`src/rtl/core/q2e_pkg.sv`:
```
// ----------------------------------------------------------------------------
// Quaternion to Euler angles package
// Shared widths, fixed-point constants, the CORDIC arctangent table and the
// work item that passes from the front end to the back end.
// ----------------------------------------------------------------------------
package q2e_pkg;

  localparam int IN_W    = 16;
  localparam int ROLL_W  = 16;
  localparam int PITCH_W = 15;
  localparam int YAW_W   = 16;

  // 2*(a*b + c*d) of two Q14 products, and 1 - 2*(...) in Q28.
  localparam int PROD_W = 34;
  // Clamped pitch sine, +-2^28.
  localparam int SP_W   = 30;
  // Radicand 2^56 - sp^2 and the square root remainder.
  localparam int D_W    = 58;
  // Root bits: the root is at most 2^28.
  localparam int SQ_BITS = 29;
  // CORDIC vector width and angle accumulator width (1/65536 degree).
  localparam int XY_W   = 37;
  localparam int Z_W    = 27;
  // Rounded angle before saturation.
  localparam int R_W    = Z_W - 9;

  localparam int CORDIC_STAGES_DEF = 16;
  localparam int CORDIC_STAGES_MAX = 24;

  localparam logic signed [PROD_W-1:0] ONE_Q28 = PROD_W'(64'sd268435456);
  localparam logic signed [SP_W-1:0]   SP_MAX  = SP_W'(64'sd268435456);
  localparam logic        [D_W-1:0]    ONE_Q56 = D_W'(64'd72057594037927936);
  localparam logic signed [Z_W-1:0]    DEG180  = Z_W'(64'sd11796480);
  localparam logic signed [Z_W-1:0]    Z_HALF  = Z_W'(64'sd256);
  localparam logic signed [R_W-1:0]    OUT_180 = R_W'(64'sd23040);
  localparam logic signed [R_W-1:0]    OUT_90  = R_W'(64'sd11520);
  localparam logic signed [R_W-1:0]    OUT_360 = R_W'(64'sd46080);

  typedef struct packed {
    logic signed [PROD_W-1:0] sr;
    logic signed [PROD_W-1:0] cr;
    logic signed [PROD_W-1:0] sy;
    logic signed [PROD_W-1:0] cy;
    logic signed [SP_W-1:0]   sp;
  } work_t;

  // atan(2^-i) in 1/65536 degree, rounded to nearest.
  function automatic logic signed [Z_W-1:0] atan_entry(input int i);
    logic signed [Z_W-1:0] v;
    case (i)
      0:  v = Z_W'(64'sd2949120);
      1:  v = Z_W'(64'sd1740967);
      2:  v = Z_W'(64'sd919879);
      3:  v = Z_W'(64'sd466945);
      4:  v = Z_W'(64'sd234379);
      5:  v = Z_W'(64'sd117304);
      6:  v = Z_W'(64'sd58666);
      7:  v = Z_W'(64'sd29335);
      8:  v = Z_W'(64'sd14668);
      9:  v = Z_W'(64'sd7334);
      10: v = Z_W'(64'sd3667);
      11: v = Z_W'(64'sd1833);
      12: v = Z_W'(64'sd917);
      13: v = Z_W'(64'sd458);
      14: v = Z_W'(64'sd229);
      15: v = Z_W'(64'sd115);
      16: v = Z_W'(64'sd57);
      17: v = Z_W'(64'sd29);
      18: v = Z_W'(64'sd14);
      19: v = Z_W'(64'sd7);
      20: v = Z_W'(64'sd4);
      21: v = Z_W'(64'sd2);
      22: v = Z_W'(64'sd1);
      default: v = '0;
    endcase
    return v;
  endfunction

endpackage

```
`src/rtl/core/q2e_fifo.sv`:
```
// ----------------------------------------------------------------------------
// Work queue
// Two-entry queue between the front end and the back end.
// ----------------------------------------------------------------------------
module q2e_fifo (
  input  logic           clk,
  input  logic           rst_n,
  input  logic           in_valid,
  output logic           in_ready,
  input  q2e_pkg::work_t in_work,
  output logic           out_valid,
  input  logic           out_ready,
  output q2e_pkg::work_t out_work
);

  q2e_pkg::work_t mem_r [2];
  logic           wr_ptr_r, rd_ptr_r;
  logic [1:0]     count_r;
  logic           push, pop;

  assign in_ready  = (count_r != 2'd2);
  assign out_valid = (count_r != 2'd0);
  assign out_work  = mem_r[rd_ptr_r];
  assign push      = in_valid && in_ready;
  assign pop       = out_valid && out_ready;

  always_ff @(posedge clk) begin
    if (!rst_n) begin
      wr_ptr_r <= 1'b0;
      rd_ptr_r <= 1'b0;
      count_r  <= 2'd0;
    end else begin
      if (push) wr_ptr_r <= !wr_ptr_r;
      if (pop)  rd_ptr_r <= !rd_ptr_r;
      count_r <= count_r + {1'b0, push} - {1'b0, pop};
    end
  end

  always_ff @(posedge clk) begin
    if (push) mem_r[wr_ptr_r] <= in_work;
  end

endmodule

```
`config.mk`:
```
export PLATFORM = sky130hd
export DESIGN_NAME = q2e_fifo
export DESIGN_NICKNAME = d
export VERILOG_FILES = /design/src/rtl/core/q2e_pkg.sv /design/src/rtl/core/q2e_fifo.sv
export SDC_FILE = /design/constraint.sdc
export NUM_CORES = 1
export LEC_CHECK = 0
export BUFFER_PORTS_ARGS = -buffer_cell sky130_fd_sc_hd__buf_2
export CAP_MARGIN = 20
export CORE_MARGIN = 4
export CORE_UTILIZATION = 54
export CTS_BUF_LIST = sky130_fd_sc_hd__clkbuf_8
export CTS_CLUSTER_SIZE = 40
export DETAILED_ROUTE_END_ITERATION = 6
export PLACE_DENSITY = 0.9
export SLEW_MARGIN = 20
export SYNTH_ARGS = -nofsm -noshare
export SYNTH_HDL_FRONTEND = slang
export SYNTH_SLANG_ARGS = --single-unit
export TNS_END_PERCENT = 1
```
`constraint.sdc`:
```
create_clock -name clk -period 6.9 [get_ports clk]
set_input_delay 0.345 -clock clk [delete_from_list [all_inputs] [get_ports clk]]
set_output_delay 0.345 -clock clk [all_outputs]
set_load 0.02 [all_outputs]
```
==> results of run 1 <==
-- final cells by class --
type,instances,area [um2],share of cell area
well taps,280,350,0.0209
flip-flops and latches,337,10100,0.600
diodes,3,7.51,0.000447
clock buffers,58,798,0.0476
repair buffers,508,3390,0.202
inverters,2,12.5,0.000746
multi-input cells,189,2030,0.121
clock inverters,30,118,0.00701
-- final timing paths --
check | slack [ns] | startpoint | to | cells after the start
max | 3.90 | flip-flop | out_work[115] | 3
min | 0.05 | rst_n | count_r[0] | 2
max reg2reg | 3.92 | count_r[0] | mem_r[0][97] | 4
min reg2reg | 0.53 | rd_ptr_r | flip-flop | 2
-- per-stage QoR --
step / power [mW] / utilization / hold WS [ns] / cells
finish: 5.36 / 0.759 / 0.0450 / 1407
global route: 5.57 / 0.759 / 0.0190 / 1407
CTS: 5.35 / 0.759 / 0.000435 / 1404
detailed placement: 3.81 / 0.642 / 0.507 / 1150
global placement: 3.77 / 0.642 / 0.487 / 1150
floorplan: 3.45 / - / 0.444 / 546
-- power by group --
group,internal (mW),total (mW),switching [mW]
Combinational,0.531,1.31,0.776
Clock,0.760,1.48,0.725
Sequential,2.49,2.56,0.0730
-- cells in the final DEF, fill, tap and decap left out --
| cell | synthesis | layout |
|---|---|---|
| a21bo_2 | 1 | 1 |
| a21oi_1 | 1 | 1 |
| and2_1 | 1 | 1 |
| and2b_1 | 1 | 1 |
| and3_1 | 2 | 1 |
| and3_4 | 0 | 1 |
| buf_2 | 2 | 337 |
| buf_4 | 6 | 4 |
| buf_6 | 10 | 1 |
| clkbuf_8 | 0 | 58 |
| clkinv_1 | 0 | 9 |
| clkinv_2 | 0 | 1 |
| clkinvlp_4 | 0 | 1 |
| dfxtp_1 | 5 | 4 |
| dfxtp_4 | 0 | 1 |
| diode_2 | 0 | 3 |
| dlygate4sd3_1 | 0 | 166 |
| edfxtp_1 | 332 | 332 |
| ha_1 | 1 | 1 |
| inv_1 | 2 | 20 |
| inv_6 | 0 | 1 |
| mux2_2 | 166 | 166 |
| nand2b_1 | 1 | 1 |
| nand3_1 | 1 | 1 |
| nand3b_1 | 1 | 1 |
| nor2_1 | 4 | 4 |
| nor3_1 | 1 | 1 |
| nor4_1 | 1 | 1 |
| nor4bb_1 | 1 | 1 |
| o21ai_0 | 2 | 2 |
| o21ba_2 | 1 | 1 |
| o31a_1 | 1 | 1 |
| or2_2 | 1 | 1 |
| xor2_1 | 1 | 1 |
-- registers in the layout (all words and copies together) (netlist names), named ones only --
signal,flops
wr_ptr_r,1
count_r,2
mem_r,332
rd_ptr_r,1
-- critical path: stages, from the launching register on --
cell and delay, ns:
dfxtp_4 0.58, buf_4 0.81, mux2_2 0.45, buf_2 0.18
-- kinds of logic after synthesis --
| logic type | Yosys count | share of synthesized area |
|---|---|---|
| DFF | 337 | 0.821 |
| AOI/OAI and AO/OA | 6 | 0.00357 |
| xor gates and xnor gates | 1 | 0.000714 |
| buffers and inverters | 20 | 0.0143 |
| adders and majority gates | 1 | 0.00102 |
| muxes | 166 | 0.152 |
| and+or+nand+nor | 15 | 0.00714 |
-- per-layer routing --
metal	wire length, um	share of wire
met5	13	0.00043
met1	10600	0.35
met3	2060	0.068
met2	16700	0.55
met4	1030	0.034
==> metrics.txt, run 1 <==
Final Hold Fails 0; GR Util met2 0.442; die footprint 25,200 um2; DP HPWL 16,800 um; Seq/Total Area, Yosys 0.821; WL final 30,500 um; clk slew on worst S/H paths 0.06 ns; DIE HEIGHT 159 um; vias per cell 5.21; met1 usage 0.264; Total GRT Usage 0.238; top post-synthesis cells by area edfxtp_1 81%, mux2_2 15%, buf_6 0.92%; syn avg cell area 22.5 um2; peak supply drop 0.243 mV; P&R area growth vs syn 36.8%; Remaining Overflow, GRT 0; critical path type flip-flop to primary output; clk sink count 337; Pwr per Cell Area 319 nW/um2; routing usage on met3 0.0619; Syn Nets 717; Setup crit start kind flip-flop; dpl ws 3.99 ns; DRT iter0 DRCs 539; nets 1,260; Worst EP required 6.55 ns; Worst-Margin Slew 1.10 ns; Max Fanout on Critical Path 75; first-pass GRT wire length 47,400 um; vias in the first global route 8,447; fin crit share 0.435; PortBufs 337; share of layout cells above drive strength 1 0.511; Skew-Pair Late Insertion Delay 0.54 ns; Synth top area share 0.813; Layout fillers 1,186; Yosys cell types 25; reported max-cap violation count 0; gr busiest metal met2; Mapped Cells 546; static leakage 6.41 nW; Yosys reg bits 337; post-layout worst setup margin 3.90 ns; Post-synth ARST share 0; Slew HR 0.269; Setup Fix Bufs, Post-CTS 0; Setup Viol. Count Final 0; top cells by count, synth 332 x edfxtp_1, 166 x mux2_2, 10 x buf_6; RSZ-0062 raised after global routing false; largest net degree at the start of global routing 90; drc violations 0; Core Footprint 22,100 um2; DRT Pass-1 Iters 4; CTS Root Cell clkbuf_8; Initial Utilization 0.555; Worst Path Arrival 2.66 ns; Crit. End Element primary output; Max Root-Sink Buffers 3; CTS tree built; post-CTS resize count 0; Area after DPL 14,200 um2; post-synth top area cell edfxtp_1; hold buffers post-CTS 166; antenna viol nets, final 0; clock skew 0.0200 ns; gpl congestion 0.756; Sum Neg Setup Slack 0 ns; chip width 159 um; initial antenna violation count 4; outcome completed; Tmin final 3.00 ns; most common flop cell mapped by yosys edfxtp_1; htree depth 2; wire length per cell 21.7 um; Post-Layout Inst Area 16,800 um2; Site Rows 54; number of enable flip-flop cells after synthesis 332; Num CTS Buffers 51; # IOs 338; HP Class primary input to flip-flop; yosys warns 0; final slew viol count 0; most common cell in the netlist edfxtp_1; Max Clk Rate 333 MHz; Post-Syn Area 12,300 um2; routed vias 7,335
(Power assumes the default switching activity.)
==> run 2: changes to the inputs <==
clock period = 3.05 ns   (was 6.9 ns; I/O delays follow)
==> metrics.txt, run 2 (same netlist as run 1, synthesis figures left out) <==
outcome completed; Int Pwr 8.55 mW; Setup Viol. Count Final 0; Area after DPL 14,400 um2; antenna viol nets, final 0; met2 wire length 16,800 um; PortBufs 337; reported max-cap violation count 0; CTS Root Cell clkbuf_8; top sig layer met5; Skew-Pair Late Insertion Delay 0.57 ns; share of layout cells above drive strength 1 0.515; met3 WL 2460 um; Final Hold Fails 0; sw frac 0.297; DIE HEIGHT 159 um; clk slew on worst S/H paths 0.07 ns; Sw Pwr 3.62 mW; critical path type flip-flop to primary output; vias per cell 5.26; worst r2r path cells 4; wire length per cell 22.1 um; routed vias 7,493; cell depth of the worst hold path 2; Initial Utilization 0.555; Core Footprint 22,100 um2; Worst Path Arrival 2.17 ns; r2r setup slk 0.87 ns; DP HPWL 17,000 um; sequential share of power 0.476; peak supply drop 0.652 mV; DRT iter0 DRCs 506; chip width 159 um; reg-to-reg critical path startpoint count_r[0]; P&R area growth vs syn 38.5%; final slew viol count 0; Logic pwr share 0.254; wl on met1 11,100 um; initial antenna violation count 6; Setup crit start kind flip-flop; largest reg by FF count mem_r; vias in the first global route 8,287; Post-Layout Cell Count 1,425; Remaining Overflow, GRT 0; clk sink count 337; htree depth 2; Max Fanout on Critical Path 85; Worst EP required 2.90 ns; first-pass GRT wire length 47,900 um; CTS tree built; die footprint 25,200 um2; nets 1,274; Site Rows 54; # IOs 338; fin crit share 0.761; HP Class primary input to flip-flop; gpl congestion 0.758; CP cell instances buf_12 > mux2_2 > buf_2; largest net degree at the start of global routing 86; RSZ-0062 raised after global routing false; Crit. End Element primary output; post-CTS resize count 0; Clk network pwr share 0.271; Total GRT Usage 0.243; placed cell count 1,163; Hold Path Sink mem_r[1][6]; Largest register FFs 332; Max Clk Rate 431 MHz; R2R Path End mem_r[0][159]; Hold Startpoint in_work[6]; Post-Layout Inst Area 17,000 um2; Slew HR 0.466; DRT Pass-1 Iters 5; Num CTS Buffers 49; commonest cells after routing, fill and taps aside 337 x buf_2, 332 x edfxtp_1, 169 x dlygate4sd3_1; Critical Path Slowest Stage Cell dfxtp_4; drc violations 0; clock skew 0.0361 ns; Tot Pwr 12.2 mW; WL final 31,600 um; Tmin final 2.32 ns; WHS 0.310 ns; Setup Fix Bufs, Post-CTS 0; Worst-Margin Slew 0.799 ns; largest registers mem_r: 332 flops, count_r: 2 flops; CP peak stage delay 0.52 ns; commonest non-fill, non-tap cell in the layout buf_2; static leakage 6.51 nW; Max Root-Sink Buffers 3; Pwr per Cell Area 716 nW/um2
-- run 2: cell count changes in the layout (fill, tap and decap cells not counted), moves of 2 or more --
| cell | change |
|---|---|
| clkinv_2 | +4 |
| clkbuf_8 | -7 |
| buf_4 | +5 |
| dfxtp_2 | +2 |
| buf_12 | +9 |
| dfxtp_1 | -2 |
| inv_1 | +3 |
| dlygate4sd3_1 | +3 |
-- run 2: layer usage --
metal | global-route usage | vias to the layer above
met2 | 0.439 | 410
met1 | 0.272 | 3665
li1 | - | 3315
met4 | 0.102 | 4
met5 | 0 | -
met3 | 0.0669 | 99
-- run 2: cell type report --
type	instances	area [um2]
fillers	1119	5100
diodes	4	10.0
inverters	2	11.3
well taps	280	350
multi-input cells	189	2030
clock inverters	38	179
clock buffers	51	702
flip-flops and latches	337	10100
repair buffers	524	3630
-- run 2: per-stage QoR --
stage | util | setup TNS, ns | setup WS, ns
6_report | 0.769 | 0 | 0.730
2_1_floorplan | - | -78.08 | -0.470
3_5_place_dp | 0.652 | 0 | 1.02
4_1_cts | 0.768 | 0 | 0.773
3_3_place_gp | 0.652 | 0 | 1.08
5_1_grt | 0.769 | 0 | 0.686
-- run 2: power by group through the flow --
stage	clock [mW]	combinational [mW]	sequential, mW
final	3.29	3.09	5.78
after global routing	3.57	3.23	5.82
after CTS	3.26	3.03	5.77
after detailed placement	0	2.83	5.86
after global placement	0	2.79	5.82
after floorplan	0	1.95	5.83
-- run 2: worst max-delay path, delay by kind of cell (launching register included) --
family	cells	cell delay [ns]
DFF	1	0.52
buffers and inverters	2	0.56
muxes	1	0.41
-- run 2: timing repair --
| item | 4_1_cts | 5_1_grt |
|---|---|---|
| hold buffers | 169 | 0 |
| endpoints found under the setup margin | 0 | 0 |
| endpoints found under the hold margin | 337 | 0 |
-- run 2: how the worst max path moves through the flow --
| stage | endpoint | slack (ns) | cells past startpoint |
|---|---|---|---|
| 2_1_floorplan | mem_r[0][0] | -0.47 | 3 |
| 3_3_place_gp | mem_r[0][77] | 1.08 | 4 |
| 3_5_place_dp | mem_r[0][77] | 1.02 | 4 |
| 4_1_cts | out_work[115] | 0.77 | 3 |
| 5_1_grt | out_work[117] | 0.69 | 3 |
| 6_report | out_work[54] | 0.73 | 3 |
